===== src/rtl/msd_pkg.sv =====
// ----------------------------------------------------------------------------
// msd_pkg
// Shared types, codes and the result-forming function of the ModRM/SIB
// displacement decoder.
// ----------------------------------------------------------------------------
package msd_pkg;

  // Decoder phase, one-hot coded.
  typedef enum logic [2:0] {
    PH_IDLE = 3'b001,
    PH_SIB  = 3'b010,
    PH_DISP = 3'b100
  } phase_e;

  // Field codes of the ModRM and SIB bytes.
  localparam logic [1:0] MOD_MEM_NODISP = 2'b00;
  localparam logic [1:0] MOD_MEM_DISP8  = 2'b01;
  localparam logic [1:0] MOD_MEM_DISP32 = 2'b10;
  localparam logic [1:0] MOD_REG        = 2'b11;
  localparam logic [2:0] RM_SIB         = 3'b100;
  localparam logic [2:0] BASE_NONE      = 3'b101;
  localparam logic [3:0] INDEX_NONE     = 4'b0100;

  // Displacement byte counts.
  localparam logic [2:0] DISP8_BYTES  = 3'd1;
  localparam logic [2:0] DISP32_BYTES = 3'd4;

  // One decoded operand.
  typedef struct packed {
    logic        is_memory;
    logic [4:0]  reg_field;
    logic [3:0]  rm_or_base;
    logic        has_base;
    logic [3:0]  index_reg;
    logic        has_index;
    logic [1:0]  scale_shift;
    logic [31:0] displacement;
    logic [2:0]  byte_length;
  } result_t;

  // Forms the result from the latched bytes. The rex bits are ordered
  // {present, R, X, B}.
  function automatic result_t build_result(
    input logic [7:0]  modrm,
    input logic [7:0]  sib,
    input logic [3:0]  rex,
    input logic [31:0] disp,
    input logic        disp_is_byte,
    input logic [2:0]  taken
  );
    result_t    r;
    logic [2:0] base3;
    logic [3:0] idx;
    r = '0;
    base3 = modrm[2:0];
    idx = {rex[1], sib[5:3]};
    r.is_memory = (modrm[7:6] != MOD_REG);
    r.reg_field = {rex[3], rex[2], modrm[5:3]};
    r.byte_length = taken;
    if (!r.is_memory) begin
      r.rm_or_base = {rex[0], modrm[2:0]};
    end else begin
      if (modrm[2:0] == RM_SIB) begin
        r.scale_shift = sib[7:6];
        base3 = sib[2:0];
        if (idx != INDEX_NONE) begin
          r.index_reg = idx;
          r.has_index = 1'b1;
        end
      end
      if (!(modrm[7:6] == MOD_MEM_NODISP && base3 == BASE_NONE)) begin
        r.rm_or_base = {rex[0], base3};
        r.has_base = 1'b1;
      end
      r.displacement = disp;
      if (disp_is_byte && disp[7]) begin
        r.displacement[31:8] = '1;
      end
    end
    return r;
  endfunction

endpackage


===== src/rtl/msd_if.sv =====
// ----------------------------------------------------------------------------
// msd_if
// Valid/ready channels of the decoder: instruction bytes in, operands out.
// ----------------------------------------------------------------------------

// Instruction byte channel.
interface msd_in_if;
  logic       valid;
  logic       ready;
  logic [7:0] data_byte;
  logic       first;
  logic       rex_present;
  logic       rex_r;
  logic       rex_x;
  logic       rex_b;

  modport source (output valid, data_byte, first, rex_present, rex_r, rex_x, rex_b,
                  input ready);
  modport sink (input valid, data_byte, first, rex_present, rex_r, rex_x, rex_b,
                output ready);
endinterface

// Decoded operand channel.
interface msd_out_if;
  logic        valid;
  logic        ready;
  logic        is_memory;
  logic [4:0]  reg_field;
  logic [3:0]  rm_or_base;
  logic        has_base;
  logic [3:0]  index_reg;
  logic        has_index;
  logic [1:0]  scale_shift;
  logic [31:0] displacement;
  logic [2:0]  byte_length;

  modport source (output valid, is_memory, reg_field, rm_or_base, has_base, index_reg,
                  has_index, scale_shift, displacement, byte_length,
                  input ready);
  modport sink (input valid, is_memory, reg_field, rm_or_base, has_base, index_reg,
                has_index, scale_shift, displacement, byte_length,
                output ready);
endinterface


===== src/rtl/msd_core.sv =====
// ----------------------------------------------------------------------------
// msd_core
// Decode state: latches ModRM, SIB, REX and displacement bytes and flags
// the byte that completes an operand, together with the formed result.
// ----------------------------------------------------------------------------
module msd_core (
  input  logic              clk_i,
  input  logic              rst_ni,
  input  logic              accept_i,
  input  logic [7:0]        data_byte_i,
  input  logic              first_i,
  input  logic [3:0]        rex_i,
  output logic              emit_o,
  output msd_pkg::result_t  result_o
);

  msd_pkg::phase_e phase_q, phase_d;
  logic [7:0]  modrm_q, modrm_d;
  logic [7:0]  sib_q, sib_d;
  logic [3:0]  rex_q, rex_d;
  logic [31:0] disp_q, disp_d;
  logic [2:0]  left_q, left_d;
  logic        is_byte_q, is_byte_d;
  logic [2:0]  taken_q, taken_d;
  logic        emit;

  // Next-state logic for one accepted byte.
  always_comb begin
    logic       go_addr;
    logic [2:0] base3;
    logic [2:0] left;
    logic [1:0] lane;
    phase_d   = phase_q;
    modrm_d   = modrm_q;
    sib_d     = sib_q;
    rex_d     = rex_q;
    disp_d    = disp_q;
    left_d    = left_q;
    is_byte_d = is_byte_q;
    taken_d   = taken_q;
    emit      = 1'b0;
    go_addr   = 1'b0;
    base3     = data_byte_i[2:0];
    left      = left_q;
    lane      = '0;

    if (first_i) begin
      // A ModRM byte always restarts decoding.
      modrm_d   = data_byte_i;
      sib_d     = '0;
      rex_d     = rex_i;
      disp_d    = '0;
      left_d    = '0;
      is_byte_d = 1'b0;
      taken_d   = 3'd1;
      if (data_byte_i[7:6] == msd_pkg::MOD_REG) begin
        emit    = 1'b1;
        phase_d = msd_pkg::PH_IDLE;
      end else if (data_byte_i[2:0] == msd_pkg::RM_SIB) begin
        phase_d = msd_pkg::PH_SIB;
      end else begin
        go_addr = 1'b1;
      end
    end else begin
      case (phase_q)
        msd_pkg::PH_SIB: begin
          sib_d   = data_byte_i;
          taken_d = taken_q + 3'd1;
          go_addr = 1'b1;
        end
        msd_pkg::PH_DISP: begin
          // Displacement bytes arrive little-endian.
          if (left_q == 3'd0 || left_q > msd_pkg::DISP32_BYTES) begin
            left = 3'd1;
          end
          lane    = is_byte_q ? 2'd0 : 2'(msd_pkg::DISP32_BYTES - left);
          disp_d  = disp_q | ({24'd0, data_byte_i} << {lane, 3'b000});
          taken_d = taken_q + 3'd1;
          left_d  = left - 3'd1;
          if (left_d == 3'd0) begin
            emit    = 1'b1;
            phase_d = msd_pkg::PH_IDLE;
          end
        end
        default: begin
          // Stray byte while idle, or an unused phase code.
          phase_d = msd_pkg::PH_IDLE;
        end
      endcase
    end

    // Address bytes done: pick the displacement size.
    if (go_addr) begin
      disp_d    = '0;
      is_byte_d = 1'b0;
      if (modrm_d[7:6] == msd_pkg::MOD_MEM_DISP8) begin
        left_d    = msd_pkg::DISP8_BYTES;
        is_byte_d = 1'b1;
        phase_d   = msd_pkg::PH_DISP;
      end else if (modrm_d[7:6] == msd_pkg::MOD_MEM_DISP32 ||
                   (modrm_d[7:6] == msd_pkg::MOD_MEM_NODISP &&
                    base3 == msd_pkg::BASE_NONE)) begin
        left_d  = msd_pkg::DISP32_BYTES;
        phase_d = msd_pkg::PH_DISP;
      end else begin
        left_d  = '0;
        emit    = 1'b1;
        phase_d = msd_pkg::PH_IDLE;
      end
    end
  end

  // State registers, updated on each transfer.
  always_ff @(posedge clk_i or negedge rst_ni) begin
    if (!rst_ni) begin
      phase_q   <= msd_pkg::PH_IDLE;
      modrm_q   <= '0;
      sib_q     <= '0;
      rex_q     <= '0;
      disp_q    <= '0;
      left_q    <= '0;
      is_byte_q <= 1'b0;
      taken_q   <= '0;
    end else if (accept_i) begin
      phase_q   <= phase_d;
      modrm_q   <= modrm_d;
      sib_q     <= sib_d;
      rex_q     <= rex_d;
      disp_q    <= disp_d;
      left_q    <= left_d;
      is_byte_q <= is_byte_d;
      taken_q   <= taken_d;
    end
  end

  assign emit_o   = accept_i && emit;
  assign result_o = msd_pkg::build_result(modrm_d, sib_d, rex_d, disp_d, is_byte_d,
                                          taken_d);

endmodule


===== src/rtl/msd_out_reg.sv =====
// ----------------------------------------------------------------------------
// msd_out_reg
// Result register: holds one operand until the sink takes it and tells the
// input side when a new byte may be taken.
// ----------------------------------------------------------------------------
module msd_out_reg (
  input  logic             clk_i,
  input  logic             rst_ni,
  input  logic             load_i,
  input  msd_pkg::result_t result_i,
  input  logic             ready_i,
  output logic             valid_o,
  output msd_pkg::result_t result_o,
  output logic             space_o
);

  logic             valid_q;
  msd_pkg::result_t data_q;

  // Room for a new result when empty or when the held one leaves now.
  assign space_o = !valid_q || ready_i;

  // Valid flag.
  always_ff @(posedge clk_i or negedge rst_ni) begin
    if (!rst_ni) begin
      valid_q <= 1'b0;
    end else if (space_o) begin
      valid_q <= load_i;
    end
  end

  // Payload.
  always_ff @(posedge clk_i) begin
    if (space_o && load_i) begin
      data_q <= result_i;
    end
  end

  assign valid_o  = valid_q;
  assign result_o = data_q;

endmodule


===== src/rtl/x86_modrm_sib_decoder.sv =====
// ----------------------------------------------------------------------------
// x86_modrm_sib_decoder
// The result of an operand is registered: it is valid in the cycle after the transfer of its last byte.
// One byte per cycle while the result register has space; the result register lets the
// next byte be taken in the same cycle as the held result is transferred.
// Reset (rst_ni, asynchronous, active low) returns decoding to idle and
// empties the result register.
// ----------------------------------------------------------------------------
module x86_modrm_sib_decoder (
  input  logic       clk_i,
  input  logic       rst_ni,
  msd_in_if.sink     in_i,
  msd_out_if.source  out_o
);

  logic             accept;
  logic             space;
  logic             emit;
  msd_pkg::result_t result;
  msd_pkg::result_t held;

  // A byte is taken whenever the result register can take what it produces.
  assign in_i.ready = space;
  assign accept     = in_i.valid && space;

  // Decode state.
  msd_core u_core (
    .clk_i       (clk_i),
    .rst_ni      (rst_ni),
    .accept_i    (accept),
    .data_byte_i (in_i.data_byte),
    .first_i     (in_i.first),
    .rex_i       ({in_i.rex_present, in_i.rex_r, in_i.rex_x, in_i.rex_b}),
    .emit_o      (emit),
    .result_o    (result)
  );

  // Result register.
  msd_out_reg u_out (
    .clk_i    (clk_i),
    .rst_ni   (rst_ni),
    .load_i   (emit),
    .result_i (result),
    .ready_i  (out_o.ready),
    .valid_o  (out_o.valid),
    .result_o (held),
    .space_o  (space)
  );

  // Output payload.
  assign out_o.is_memory    = held.is_memory;
  assign out_o.reg_field    = held.reg_field;
  assign out_o.rm_or_base   = held.rm_or_base;
  assign out_o.has_base     = held.has_base;
  assign out_o.index_reg    = held.index_reg;
  assign out_o.has_index    = held.has_index;
  assign out_o.scale_shift  = held.scale_shift;
  assign out_o.displacement = held.displacement;
  assign out_o.byte_length  = held.byte_length;

endmodule


===== src/flat_wrapper.sv =====
// flat-port wrapper written by rule: the top's interface ports become plain ports
module x86_modrm_sib_decoder_flat 
  (clk_i, rst_ni, in_i_valid, in_i_data_byte, in_i_first, in_i_rex_present, in_i_rex_r, in_i_rex_x, in_i_rex_b, in_i_ready, out_o_valid, out_o_is_memory, out_o_reg_field, out_o_rm_or_base, out_o_has_base, out_o_index_reg, out_o_has_index, out_o_scale_shift, out_o_displacement, out_o_byte_length, out_o_ready);
  msd_in_if in_i_i ();
  msd_out_if out_o_i ();
  input  logic clk_i;
  input  logic rst_ni;
  input wire logic [$bits(in_i_i.valid)-1:0] in_i_valid;
  input wire logic [$bits(in_i_i.data_byte)-1:0] in_i_data_byte;
  input wire logic [$bits(in_i_i.first)-1:0] in_i_first;
  input wire logic [$bits(in_i_i.rex_present)-1:0] in_i_rex_present;
  input wire logic [$bits(in_i_i.rex_r)-1:0] in_i_rex_r;
  input wire logic [$bits(in_i_i.rex_x)-1:0] in_i_rex_x;
  input wire logic [$bits(in_i_i.rex_b)-1:0] in_i_rex_b;
  output wire logic [$bits(in_i_i.ready)-1:0] in_i_ready;
  output wire logic [$bits(out_o_i.valid)-1:0] out_o_valid;
  output wire logic [$bits(out_o_i.is_memory)-1:0] out_o_is_memory;
  output wire logic [$bits(out_o_i.reg_field)-1:0] out_o_reg_field;
  output wire logic [$bits(out_o_i.rm_or_base)-1:0] out_o_rm_or_base;
  output wire logic [$bits(out_o_i.has_base)-1:0] out_o_has_base;
  output wire logic [$bits(out_o_i.index_reg)-1:0] out_o_index_reg;
  output wire logic [$bits(out_o_i.has_index)-1:0] out_o_has_index;
  output wire logic [$bits(out_o_i.scale_shift)-1:0] out_o_scale_shift;
  output wire logic [$bits(out_o_i.displacement)-1:0] out_o_displacement;
  output wire logic [$bits(out_o_i.byte_length)-1:0] out_o_byte_length;
  input wire logic [$bits(out_o_i.ready)-1:0] out_o_ready;
  assign in_i_i.valid = in_i_valid;
  assign in_i_i.data_byte = in_i_data_byte;
  assign in_i_i.first = in_i_first;
  assign in_i_i.rex_present = in_i_rex_present;
  assign in_i_i.rex_r = in_i_rex_r;
  assign in_i_i.rex_x = in_i_rex_x;
  assign in_i_i.rex_b = in_i_rex_b;
  assign in_i_ready = in_i_i.ready;
  assign out_o_valid = out_o_i.valid;
  assign out_o_is_memory = out_o_i.is_memory;
  assign out_o_reg_field = out_o_i.reg_field;
  assign out_o_rm_or_base = out_o_i.rm_or_base;
  assign out_o_has_base = out_o_i.has_base;
  assign out_o_index_reg = out_o_i.index_reg;
  assign out_o_has_index = out_o_i.has_index;
  assign out_o_scale_shift = out_o_i.scale_shift;
  assign out_o_displacement = out_o_i.displacement;
  assign out_o_byte_length = out_o_i.byte_length;
  assign out_o_i.ready = out_o_ready;
  x86_modrm_sib_decoder u_core (.clk_i(clk_i), .rst_ni(rst_ni), .in_i(in_i_i), .out_o(out_o_i));
endmodule

===== config.mk =====
export PLATFORM = sky130hd
export DESIGN_NAME = x86_modrm_sib_decoder_flat
export DESIGN_NICKNAME = d
export VERILOG_FILES = /design/src/rtl/msd_pkg.sv /design/src/rtl/msd_if.sv /design/src/rtl/msd_core.sv /design/src/rtl/msd_out_reg.sv /design/src/rtl/x86_modrm_sib_decoder.sv /design/src/flat_wrapper.sv
export SDC_FILE = /design/constraint.sdc
export NUM_CORES = 1
export LEC_CHECK = 0
export BUFFER_PORTS_ARGS = -buffer_cell sky130_fd_sc_hd__clkbuf_2
export CORE_UTILIZATION = 57
export DETAILED_ROUTE_END_ITERATION = 8
export MAX_ROUTING_LAYER = met4
export PLACE_DENSITY = 0.79
export SLEW_MARGIN = 20
export SYNTH_ARGS = -nofsm -noshare
export SYNTH_HDL_FRONTEND = slang
export SYNTH_HIERARCHICAL = 1
export SYNTH_SLANG_ARGS = --single-unit

===== constraint.sdc =====
create_clock -name clk_i -period 4.26 [get_ports clk_i]
set_clock_uncertainty 0.2 [all_clocks]
set_input_delay 0.852 -clock clk_i [delete_from_list [all_inputs] [get_ports clk_i]]
set_output_delay 0.852 -clock clk_i [all_outputs]
set_load 0.01 [all_outputs]

==> impl_metrics.py <==
metrics = {
    "clock_tree": {
        "htreeDepth": 4,
        "cts_root_buf": "clkbuf_8",
        "cts_tree": "built",
        "clockBufferDepth": 2,
        "path_clk_slew_ns": 0.06,
        "cts_resized": 0,
        "postCtsSetupBuffers": 0,
        "clock_sinks": 116,
        "worstSkewPairLatency_ns": 0.51,
        "ctsHoldBuffers": 0,
        "tritoncts.num_buffers": 17,
    },
    "synth": {
        "synth_top_area_frac": 0.295,
        "seq_area_frac_synth": 0.588,
        "syn-cell-area_um2": 5390,
        "synthMuxAreaShare": 0.0388,
        "syn-num-nets": 507,
        "syn_area_per_cell_um2": 11.1,
        "synthSimpleGateAreaFrac": 0.129,
        "ys_seq_elements": 116,
        "synthCells": 486,
        "synth_xor_area_frac": 0.00812,
        "yosysWarnings": 6,
        "synth_compound_area_frac": 0.186,
        "synth-edff-count": 53,
        "yosys-top-cells-area": "edfxtp_1 (30%), dfrtp_1 (29%), a21oi_1 (7.2%)",
        "synth_cell_types": 63,
        "synth_top_family_by_area": "compound AO/OA/AOI/OAI gates",
        "synthArstFlopShare": 0.543,
        "ys.flop_type": "dfrtp_1",
        "synthAdderAreaFrac": 0.00929,
        "synth_area_leader_cell": "edfxtp_1",
    },
    "worst_setup_path": {
        "crit_chain": "nor2_1 -> ha_1 -> or2_1 -> clkinv_1 -> ha_1 -> xnor2_1 -> nand2_1 -> o31a_1 -> o22ai_1 -> and2_4",
        "arrival_ns": 3.52,
        "slowest_delay_ns": 0.63,
        "critPathCaptureType": "register",
        "r2r-start": "u_core/u_core/left_q[0]",
        "rr_endpoint": "u_core/u_out/result_o[17]",
        "crit_fanout": 53,
        "timing.critical_path.mode_cell": "ha_1",
        "start_kind": "register",
        "crit_end": "u_core/u_out/result_o[17]",
        "worstPathRequired_ns": 4.20,
        "crit_start": "u_core/u_core/left_q[0]",
        "worstSetupPathType": "register to register",
        "crit_slowest_cell": "and2_4",
        "rrSetupSlack_ns": 0.69,
        "r2r.worst_path.cells": 10,
    },
    "sta": {
        "setup_tns_ns": 0,
        "setup_viol": 0,
        "layout_min_cycle_time_ns": 3.57,
        "worst_slew_pin_slew_ns": 0.801,
        "maxSlewViolCount": 0,
        "max-slew-margin-rel": 0.465,
        "timing.final.crit_share": 0.839,
        "rsz0062_at_grt": "false",
        "setup_slack_ns": 0.685,
        "fmax_mhz": 280,
        "hold_viol_final": 0,
    },
    "floorplanning": {
        "top_level_ports": 72,
        "die_area_um2": 9850,
        "die_width_um": 99.2,
        "initial_core_util": 0.586,
        "die_y_um": 99.2,
        "row_count": 35,
        "core_area_um2": 9200,
    },
    "placed_design": {
        "dp_hpwl_um": 7600,
        "dp_cells": 635,
        "portBuffers": 71,
        "place.gp.congestion": 0.890,
        "dpl_worst_slack_ns": 0.781,
    },
    "cells_and_area": {
        "fin_nets": 564,
        "fill_cells": 674,
        "post_layout_nonfiller_instances": 667,
        "n_antenna_cell": 0,
        "drive_above_1_share": 0.282,
        "area_delta_synth_final_pct": 17.4,
        "mostFrequentLayoutCell": "a21oi_1",
        "layout_common_cells": "a21oi_1 (78), nor2_1 (76), clkbuf_2 (71)",
        "fin_util": 0.688,
    },
    "pwr": {
        "ir_worst_vdd_v": 0.000291,
        "powerDensity_nw_per_um2": 544,
        "p_leak_uw": 0.00260,
    },
    "run_status": {
        "status": "finished clean",
    },
    "global_routing": {
        "first_global_vias": 3858,
        "antenna_found_initial": 0,
        "grt_max_degree": 54,
        "gr-total-overflow": 0,
        "grt_use_total": 0.269,
        "grt_pass1_wl_um": 19500,
    },
    "routing": {
        "routed_via_density": 6.15,
        "drt-initial-drc-count": 348,
        "drt-total-wl_um": 11900,
        "route.detailed.drc": 0,
        "post_drt_wl_per_cell_um": 17.9,
        "drtPass1Iterations": 5,
        "vias": 4103,
        "ant_nets": 0,
    },
    "flow_run": {
        "maxCapViolations": 0,
    },
    "min_path": {
        "hold_path.class": "input port to asynchronous set/reset pin",
    },
}
[Yosys cell counts (2+ instances only)]
| master | count |
|---|---|
| o2bb2ai_1 | 9 |
| a21boi_0 | 4 |
| nor3_1 | 4 |
| a211oi_2 | 2 |
| inv_1 | 7 |
| nor2b_1 | 4 |
| mux2i_1 | 7 |
| nand4_1 | 2 |
| buf_1 | 4 |
| a21oi_1 | 78 |
| nor4b_1 | 2 |
| edfxtp_1 | 53 |
| o21ai_0 | 10 |
| a21oi_2 | 20 |
| a22oi_1 | 6 |
| o31ai_1 | 2 |
| nand3_1 | 3 |
| buf_4 | 7 |
| o22ai_1 | 4 |
| ha_1 | 4 |
| nor2_1 | 76 |
| nor3b_1 | 2 |
| a31oi_1 | 4 |
| and2_1 | 2 |
| nand2b_1 | 3 |
| a31o_2 | 2 |
| buf_2 | 10 |
| or3b_1 | 3 |
| nor4_2 | 3 |
| dfrtp_1 | 62 |
| xnor2_1 | 4 |
| mux2_2 | 11 |
| clkbuf_1 | 20 |
| a21o_1 | 2 |
| nand2_1 | 21 |
| nor4_1 | 2 |
[cells by family (layout without fill, tap and decap cells)]
kind of cell	count (synthesis)	after routing
fa+ha+maj	4	4
xor+xnor	5	5
buf+inv	49	119
compound gates	155	155
flops	116	116
simple gates	138	138
mux	19	19
[cell type report]
class | instances | area (µm²) | share of cell area
sequential | 116 | 3170 | 0.501
multi-input combinational | 321 | 2010 | 0.317
clock buffer | 19 | 432 | 0.0682
timing repair buffer | 79 | 415 | 0.0656
tap | 111 | 139 | 0.0219
clock inverter | 13 | 135 | 0.0213
inverter | 8 | 30.0 | 0.00474
[routing by layer]
layer	up-vias	track usage	routed length, µm
met2	181	0.412	6010
met3	19	0.0590	882
met4	0	0.0894	146
met5	-	-	0
li1	1875	-	-
met1	2028	0.359	4890
[through the flow]
step                hold slack, ns  total power, µW  area [µm²]
floorplan                    0.256             1940        5390
global placement             0.272             2070        5760
detailed placement           0.273             2110        5760
CTS                          0.151             3450        6330
global route                 0.196             3590        6330
finish                       0.142             3450        6330
[flip-flops by register name, indices dropped and copies added, names as in the netlist]
name                     flops
u_core/u_core/rex_q          4
u_core/u_out/valid_o         1
u_core/u_core/left_q         3
u_core/u_core/modrm_q        8
u_core/u_core/phase_q        3
u_core/u_core/sib_q          8
u_core/u_core/disp_q        32
u_core/u_core/taken_q        3
u_core/u_out/result_o       53
u_core/u_core/is_byte_q      1
[where the power goes]
part,switching [µW],total [µW],internal (µW),leakage [µW]
Combinational,425,689,264,0.00100
Sequential,96.0,1420,1330,0.00132
Clock,492,1340,844,0.000278
Total,1010,3450,2430,0.00260
[worst max-delay path: cells and delay by family, from the launching register on]
family / cells / cell delay (ns)
simple gates: 4 / 0.99
fa+ha+maj: 2 / 0.59
compound gates: 2 / 0.44
flops: 1 / 0.38
xor+xnor: 1 / 0.28
buf+inv: 1 / 0.26
[worst min-delay path by stage]
stage	startpoint	end	cells past startpoint
after CTS	rst_ni	u_core/u_core/left_q[2]	1
after floorplan	u_core/u_core/sib_q[4]	u_core/u_core/sib_q[4]	1
final	rst_ni	u_core/u_core/left_q[2]	1
after global placement	u_core/u_core/sib_q[1]	u_core/u_core/sib_q[1]	1
after global routing	rst_ni	u_core/u_core/left_q[1]	1
after detailed placement	u_core/u_core/sib_q[4]	u_core/u_core/sib_q[4]	1
No activity file was read; power rests on OpenSTA's default activity.
